`src/ocf_pkg.sv`:
```
// Shared constants, types and the byte-wise CRC-32 function for the Ogg page framer.
// No dependencies; the framer core, page tracker and CRC unit import this package.
package ocf_pkg;

  localparam int unsigned PosW = 17;
  localparam int unsigned LenW = 16;
  localparam int unsigned CrcW = 32;

  localparam logic [CrcW-1:0] CrcPoly     = 32'h04C1_1DB7;
  localparam logic [PosW-1:0] HeaderBytes = 17'd27;
  localparam logic [PosW-1:0] CksumFirst  = 17'd22;
  localparam logic [PosW-1:0] CksumLast   = 17'd25;
  localparam logic [PosW-1:0] SegCountPos = 17'd26;

  typedef logic [PosW-1:0] pos_t;
  typedef logic [LenW-1:0] len_t;
  typedef logic [CrcW-1:0] crc_t;

  typedef struct packed {
    logic [7:0] eff_byte;
    logic       last;
    len_t       length;
  } page_info_t;

  function automatic crc_t crc_byte(input crc_t crc, input logic [7:0] b);
    crc_t r;
    r = crc ^ {b, 24'h00_0000};
    for (int k = 0; k < 8; k++) begin
      if (r[CrcW-1]) begin
        r = {r[CrcW-2:0], 1'b0} ^ CrcPoly;
      end else begin
        r = {r[CrcW-2:0], 1'b0};
      end
    end
    return r;
  endfunction

endpackage

```
`src/ocf_in_if.sv`:
```
// Input channel of the Ogg page framer: one raw stream byte per item.
// Depends on nothing.
interface ocf_in_if;
  logic       valid;
  logic       ready;
  logic [7:0] data_byte;

  modport source(output valid, output data_byte, input ready);
  modport sink(input valid, input data_byte, output ready);
endinterface

```
`src/ocf_out_if.sv`:
```
// Output channel of the Ogg page framer: framed byte plus page end, CRC and length.
// Depends on nothing.
interface ocf_out_if;
  logic        valid;
  logic        ready;
  logic [7:0]  out_byte;
  logic        last_in_page;
  logic [31:0] page_crc;
  logic [15:0] page_length;

  modport source(output valid, output out_byte, output last_in_page, output page_crc,
                 output page_length, input ready);
  modport sink(input valid, input out_byte, input last_in_page, input page_crc,
               input page_length, output ready);
endinterface

```
`src/ogg_page_crc_framer_core.sv`:
```
// The framer takes one byte of an Ogg stream per item, the first at a page boundary, and gives
// one result per byte: the byte with the checksum field forced to zero, and on the last byte of
// the page the page CRC-32 and the page length. It accepts one item every cycle unless the result
// register is full and not being read; each item passes through the input register and then the
// result register, and the throughput is set by the byte-wide CRC update and page counters between them.
// Depends on ocf_pkg, ocf_in_if, ocf_out_if, ocf_page_tracker and ocf_crc_unit.
module ogg_page_crc_framer_core
  import ocf_pkg::*;
(
  input  logic      clk_i,
  input  logic      rst_ni,
  ocf_in_if.sink    in_i,
  ocf_out_if.source out_o
);

  logic       in_valid_q;
  logic [7:0] in_byte_q;
  logic       advance;
  page_info_t info;
  crc_t       crc_next;

  logic       out_valid_q;
  logic [7:0] out_byte_q;
  logic       out_last_q;
  crc_t       out_crc_q;
  len_t       out_len_q;

  assign advance    = in_valid_q && (!out_valid_q || out_o.ready);
  assign in_i.ready = !in_valid_q || advance;

  always_ff @(posedge clk_i or negedge rst_ni) begin
    if (!rst_ni) begin
      in_valid_q <= 1'b0;
    end else if (in_i.ready) begin
      in_valid_q <= in_i.valid;
    end
  end

  always_ff @(posedge clk_i) begin
    if (in_i.valid && in_i.ready) begin
      in_byte_q <= in_i.data_byte;
    end
  end

  ocf_page_tracker u_tracker (
    .clk_i  (clk_i),
    .rst_ni (rst_ni),
    .step_i (advance),
    .byte_i (in_byte_q),
    .info_o (info)
  );

  ocf_crc_unit u_crc (
    .clk_i  (clk_i),
    .rst_ni (rst_ni),
    .step_i (advance),
    .info_i (info),
    .crc_o  (crc_next)
  );

  always_ff @(posedge clk_i or negedge rst_ni) begin
    if (!rst_ni) begin
      out_valid_q <= 1'b0;
    end else if (advance) begin
      out_valid_q <= 1'b1;
    end else if (out_o.ready) begin
      out_valid_q <= 1'b0;
    end
  end

  always_ff @(posedge clk_i) begin
    if (advance) begin
      out_byte_q <= info.eff_byte;
      out_last_q <= info.last;
      out_crc_q  <= info.last ? crc_next : '0;
      out_len_q  <= info.last ? info.length : '0;
    end
  end

  assign out_o.valid        = out_valid_q;
  assign out_o.out_byte     = out_byte_q;
  assign out_o.last_in_page = out_last_q;
  assign out_o.page_crc     = out_crc_q;
  assign out_o.page_length  = out_len_q;

`ifndef NO_ASSERTIONS
  a_in_hold: assert property (@(posedge clk_i) disable iff (!rst_ni)
    in_valid_q && !advance |=> in_valid_q && $stable(in_byte_q))
    else $error("pending input item lost while stalled");
  a_out_fill: assert property (@(posedge clk_i) disable iff (!rst_ni)
    advance |=> out_valid_q)
    else $error("result register not loaded after a step");
  a_len_zero: assert property (@(posedge clk_i) disable iff (!rst_ni)
    out_valid_q && !out_last_q |-> out_len_q == '0 && out_crc_q == '0)
    else $error("length or CRC shown on a byte that does not end the page");
`endif

endmodule

```
`src/ocf_page_tracker.sv`:
```
// Page position, segment count and segment table sum, with page end detection.
// Depends on ocf_pkg.
module ocf_page_tracker
  import ocf_pkg::*;
(
  input  logic       clk_i,
  input  logic       rst_ni,
  input  logic       step_i,
  input  logic [7:0] byte_i,
  output page_info_t info_o
);

  pos_t       pos_q, pos_d;
  logic [7:0] seg_q, seg_d;
  len_t       sum_q, sum_d;
  pos_t       seg_n;
  pos_t       len_full;
  logic       in_cksum;
  logic       in_table;
  logic       end_ok;
  logic       last;

  always_comb begin
    in_cksum = (pos_q >= CksumFirst) && (pos_q <= CksumLast);
    in_table = (pos_q >= HeaderBytes) && (pos_q <= SegCountPos + PosW'(seg_q));
    seg_d    = (pos_q == SegCountPos) ? byte_i : seg_q;
    if (pos_q == SegCountPos) begin
      sum_d = '0;
    end else if (in_table) begin
      sum_d = sum_q + LenW'(byte_i);
    end else begin
      sum_d = sum_q;
    end
    seg_n    = PosW'(seg_d);
    len_full = HeaderBytes + seg_n + PosW'(sum_d);
    end_ok   = (pos_q >= SegCountPos) && (pos_q >= SegCountPos + seg_n);
    last     = end_ok && ((pos_q + PosW'(1)) == len_full);
    pos_d    = pos_q + PosW'(1);
  end

  assign info_o.eff_byte = in_cksum ? 8'h00 : byte_i;
  assign info_o.last     = last;
  assign info_o.length   = len_full[LenW-1:0];

  always_ff @(posedge clk_i or negedge rst_ni) begin
    if (!rst_ni) begin
      pos_q <= '0;
      seg_q <= '0;
      sum_q <= '0;
    end else if (step_i) begin
      if (last) begin
        pos_q <= '0;
        seg_q <= '0;
        sum_q <= '0;
      end else begin
        pos_q <= pos_d;
        seg_q <= seg_d;
        sum_q <= sum_d;
      end
    end
  end

`ifndef NO_ASSERTIONS
  a_last_after_count: assert property (@(posedge clk_i) disable iff (!rst_ni)
    step_i && last |-> pos_q >= SegCountPos)
    else $error("page end seen before the segment count byte");
  a_restart: assert property (@(posedge clk_i) disable iff (!rst_ni)
    step_i && last |=> pos_q == '0 && sum_q == '0)
    else $error("page state not cleared after page end");
  a_advance: assert property (@(posedge clk_i) disable iff (!rst_ni)
    step_i && !last |=> pos_q == $past(pos_q) + PosW'(1))
    else $error("byte position did not advance by one");
`endif

endmodule

```
`src/ocf_crc_unit.sv`:
```
// Running page CRC-32 register, cleared at each page end.
// Depends on ocf_pkg.
module ocf_crc_unit
  import ocf_pkg::*;
(
  input  logic       clk_i,
  input  logic       rst_ni,
  input  logic       step_i,
  input  page_info_t info_i,
  output crc_t       crc_o
);

  crc_t crc_q, crc_d;

  assign crc_d = crc_byte(crc_q, info_i.eff_byte);
  assign crc_o = crc_d;

  always_ff @(posedge clk_i or negedge rst_ni) begin
    if (!rst_ni) begin
      crc_q <= '0;
    end else if (step_i) begin
      crc_q <= info_i.last ? '0 : crc_d;
    end
  end

endmodule

```
`src/flat_wrapper.sv`:
```
// flat-port wrapper written by rule: the top's interface ports become plain ports
module ogg_page_crc_framer_core_flat import ocf_pkg::*;
  (clk_i, rst_ni, in_i_valid, in_i_data_byte, in_i_ready, out_o_valid, out_o_out_byte, out_o_last_in_page, out_o_page_crc, out_o_page_length, out_o_ready);
  ocf_in_if in_i_i ();
  ocf_out_if out_o_i ();
  input  logic clk_i;
  input  logic rst_ni;
  input wire logic [$bits(in_i_i.valid)-1:0] in_i_valid;
  input wire logic [$bits(in_i_i.data_byte)-1:0] in_i_data_byte;
  output wire logic [$bits(in_i_i.ready)-1:0] in_i_ready;
  output wire logic [$bits(out_o_i.valid)-1:0] out_o_valid;
  output wire logic [$bits(out_o_i.out_byte)-1:0] out_o_out_byte;
  output wire logic [$bits(out_o_i.last_in_page)-1:0] out_o_last_in_page;
  output wire logic [$bits(out_o_i.page_crc)-1:0] out_o_page_crc;
  output wire logic [$bits(out_o_i.page_length)-1:0] out_o_page_length;
  input wire logic [$bits(out_o_i.ready)-1:0] out_o_ready;
  assign in_i_i.valid = in_i_valid;
  assign in_i_i.data_byte = in_i_data_byte;
  assign in_i_ready = in_i_i.ready;
  assign out_o_valid = out_o_i.valid;
  assign out_o_out_byte = out_o_i.out_byte;
  assign out_o_last_in_page = out_o_i.last_in_page;
  assign out_o_page_crc = out_o_i.page_crc;
  assign out_o_page_length = out_o_i.page_length;
  assign out_o_i.ready = out_o_ready;
  ogg_page_crc_framer_core u_core (.clk_i(clk_i), .rst_ni(rst_ni), .in_i(in_i_i), .out_o(out_o_i));
endmodule
```
`config.mk`:
```
export PLATFORM = sky130hd
export DESIGN_NAME = ogg_page_crc_framer_core_flat
export DESIGN_NICKNAME = d
export VERILOG_FILES = /design/src/ocf_pkg.sv /design/src/ocf_in_if.sv /design/src/ocf_out_if.sv /design/src/ogg_page_crc_framer_core.sv /design/src/ocf_page_tracker.sv /design/src/ocf_crc_unit.sv /design/src/flat_wrapper.sv
export SDC_FILE = /design/constraint.sdc
export NUM_CORES = 1
export LEC_CHECK = 0
export BUFFER_PORTS_ARGS = -buffer_cell sky130_fd_sc_hd__buf_2
export CORE_UTILIZATION = 65
export CTS_CLUSTER_SIZE = 20
export DETAILED_ROUTE_END_ITERATION = 8
export GPL_TIMING_DRIVEN = 0
export PLACE_DENSITY = 0.93
export REMOVE_ABC_BUFFERS = 1
export SYNTH_ARGS = -nofsm -noshare
export SYNTH_HDL_FRONTEND = slang
export SYNTH_SLANG_ARGS = --single-unit
```
`constraint.sdc`:
```
create_clock -name clk_i -period 16.69 [get_ports clk_i]
set_input_delay 0 -clock clk_i [delete_from_list [all_inputs] [get_ports clk_i]]
set_output_delay 0 -clock clk_i [all_outputs]
set_load 0.01 [all_outputs]
```
==> run_results.csv <==
group,metric,value,unit
cts,cts.repair_timing.setup_buffer_count,0,
final_layout,areaGrowthSynthToFinish,14.91,%
synthesis,synth_flop_cell,"dfrtp_1",
drt,ant_nets,0,
die,io_pins,71,
die,fp.dieW,116.9,um
power_and_ir_drop,p_per_area,229.1,mW/mm^2
worst_setup_path,crit_required,17.01,ns
timing,slew_headroom,0.1877,
timing,fin_crit_sh,0.5662,
timing,tns,0,ns
final_layout,fin_nets,984,
min_path,min_path_type,"input pin to asynchronous set/reset pin",
die,die_y,116.9,um
timing,slew_violations,0,
worst_setup_path,crit_path_max_incr_delay,0.90,ns
run_status,status,"complete, no violations",
global_route,gr-total-overflow,0,
cts,clockBufferDepth,2,
cts,cts_sinks,140,
timing,fin_crit,9.449,ns
timing,worst_slew_pin_slew,1.217,ns
final_layout,final_util,0.7724,
power_and_ir_drop,ir_drop,0.1447,mV
worst_setup_path,crit_fanout,69,
worst_setup_path,critPathCaptureType,"register",
synthesis,synthCells,854,
worst_setup_path,worstPathArrival,9.77,ns
final_layout,n_antenna_cell,0,
timing,hold_viol_final,0,
drt,drc_errors,0,
worst_setup_path,reg2reg_to,"u_core.u_tracker.pos_q[4]",
worst_setup_path,critical_path_class,"register to register",
place,io_buffer_count,70,
cts,cts_buffers,17,
place,post-dp-hpwl,12.99,mm
timing,skew,0.01054,ns
synthesis,synth.cell_area,0.008586,mm^2
worst_setup_path,cpMaxStageDelayCell,"inv_2",
global_route,grt_max_degree,71,
die,coreArea,0.01277,mm^2
timing,rsz0062_at_grt,"no",
synthesis,yosysUniqueCellTypes,60,
drt,dr.pass1.iters,7,
drt,via_per_inst,6.289,
synthesis,synth-edff-count,65,
timing,setup-violations-final,0,
cts,cts_hold_buf,12,
drt,vias,6968,
synthesis,synth.avg_cell_area,10.05,um^2
place,place.gp.congestion,0.8613,
cts,clock_latency,0.44,ns
synthesis,async_flop_share,0.5357,
global_route,grt_pass1_vias,6627,
drt,wl_per_cell,19.15,um
worst_setup_path,ff2ff_path_depth,31,
final_layout,layout_common_cells,"91 x nand2_1, 86 x xnor2_1, 75 x dfrtp_1",
synthesis,ys_seq_area_frac,0.4459,
cts,htreeDepth,4,
die,die-area,0.01367,mm^2
die,initial_utilization,0.6722,
global_route,antenna_found_initial,0,
worst_setup_path,startpoint_type,"register",
timing,max_freq,0.1058,GHz
power_and_ir_drop,p_leak,4.263,nW
global_route,globalRouteTotalUtil,0.3295,
drt,routed_wl,21.22,mm
synthesis,synth-seq-cells,140,
synthesis,yosys_warnings,0,
place,dp.cells,1063,
drt,first_iter_violations,902,
final_layout,drive_above_1_share,0.1282,
cts,root_buffer,"clkbuf_16",
power_and_ir_drop,power.total,2.260,mW
cts,cts_resized,0,
timing,hold_ws,0.08858,ns
cts,cts_tree,"done",
worst_setup_path,ff2ff_setup_slack,7.24,ns
worst_setup_path,reg2reg_from,"u_core.u_tracker.seg_q[1]",
final_layout,final_common_cell,"nand2_1",
global_route,grt_pass1_wl,33.87,mm
die,placementRows,41,
final_layout,final_cell_count_no_fill,1108,
flow_run,maxCapViolCount,0,
cts,clk_pin_slew,0.06,ns
-- where the power goes --
group | switching (mW) | internal [mW]
clock network | 0.152 | 0.256
registers | 0.0838 | 0.445
logic | 0.800 | 0.524
-- metal layers --
layer  up-vias  part of all wire  track usage
met5         -                 0            0
met2       450              0.47       0.5164
met4         0             0.041       0.1696
met3        99             0.091      0.06488
met1      3251              0.40       0.4383
li1       3168                 -            -
-- critical path, delay by kind of cell, from the launching register on --
kind                     cells  cell delay [ns]
AO/OA/AOI/OAI                9             3.06
AND/OR/NAND/NOR             11             2.39
buffers and inverters        4             1.56
XOR/XNOR                     2             0.29
flip-flops                   1             0.43
adder cells (fa/ha/maj)      5             1.56
-- how the worst max path moves through the flow --
stage,cells past startpoint,end,from
after floorplan,20,u_core.u_tracker.pos_q[10],u_core.u_tracker.pos_q[10]
after global placement,20,u_core.u_tracker.pos_q[6],u_core.u_tracker.pos_q[14]
after detailed placement,30,u_core.u_tracker.pos_q[4],u_core.u_tracker.seg_q[1]
after CTS,30,u_core.u_tracker.pos_q[4],u_core.u_tracker.seg_q[1]
after global routing,31,u_core.u_tracker.pos_q[4],u_core.u_tracker.seg_q[1]
final,31,u_core.u_tracker.pos_q[4],u_core.u_tracker.seg_q[1]
-- Yosys cell counts (3+ instances only) --
library cell | count | area, um^2
nand2b_1 | 8 | 50.05
edfxtp_1 | 65 | 1952
o211ai_1 | 4 | 30.03
a211oi_1 | 8 | 60.06
clkbuf_1 | 25 | 93.84
and2_1 | 20 | 125.1
o21ai_0 | 23 | 115.1
or3_1 | 6 | 37.54
o21ai_1 | 6 | 30.03
nor2b_1 | 6 | 37.54
o31ai_1 | 50 | 375.4
ha_1 | 47 | 588.1
nand2_1 | 92 | 345.3
nor4_1 | 9 | 56.30
a22o_1 | 7 | 61.31
a21o_1 | 19 | 142.6
nor3_1 | 12 | 60.06
or4_1 | 3 | 22.52
nor4b_1 | 3 | 26.28
xnor2_1 | 86 | 753.2
inv_1 | 32 | 120.1
and3_1 | 6 | 37.54
mux2i_1 | 11 | 110.1
o31a_1 | 3 | 26.28
a21oi_1 | 23 | 115.1
nor2_1 | 74 | 277.8
xor2_1 | 47 | 411.6
a31oi_1 | 3 | 18.77
dfrtp_1 | 75 | 1877
buf_2 | 9 | 45.04
nand3_1 | 27 | 135.1
a211o_1 | 4 | 35.03
-- per-stage QoR --
stage / area [um^2] / setup WS (ns)
2_1_floorplan: 8413 / 8.359
3_3_place_gp: 8979 / 4.784
3_5_place_dp: 9107 / 7.629
4_1_cts: 9858 / 7.148
5_1_grt: 9866 / 6.660
6_report: 9866 / 7.241
-- kinds of logic after synthesis --
kind of cell | synth area share
simple gates | 0.1508
compound gates | 0.1414
flops | 0.4459
xor+xnor | 0.1357
buf+inv | 0.03497
fa+ha+maj | 0.07316
mux | 0.01807
-- final cells by class --
type	instances	area, um^2
timing repair buffer	89	583.1
multi-input combinational	641	4479
fill	740	2908
tap	172	215.2
clock buffer	20	446.7
inverter	34	128.9
clock inverter	12	183.9
sequential	140	3829
-- sequential cells by signal (all words and copies together) (netlist names), 8 cells and up --
signal and cells:
u_core.out_o.page_crc 32, u_core.out_o.page_length 16, u_core.in_byte_q 8, u_core.u_tracker.seg_q 8, u_core.u_tracker.sum_q 16, u_core.out_o.out_byte 8
u_core.u_crc.crc_q 32, u_core.u_tracker.pos_q 17
No activity file was read; power rests on OpenSTA's default activity.
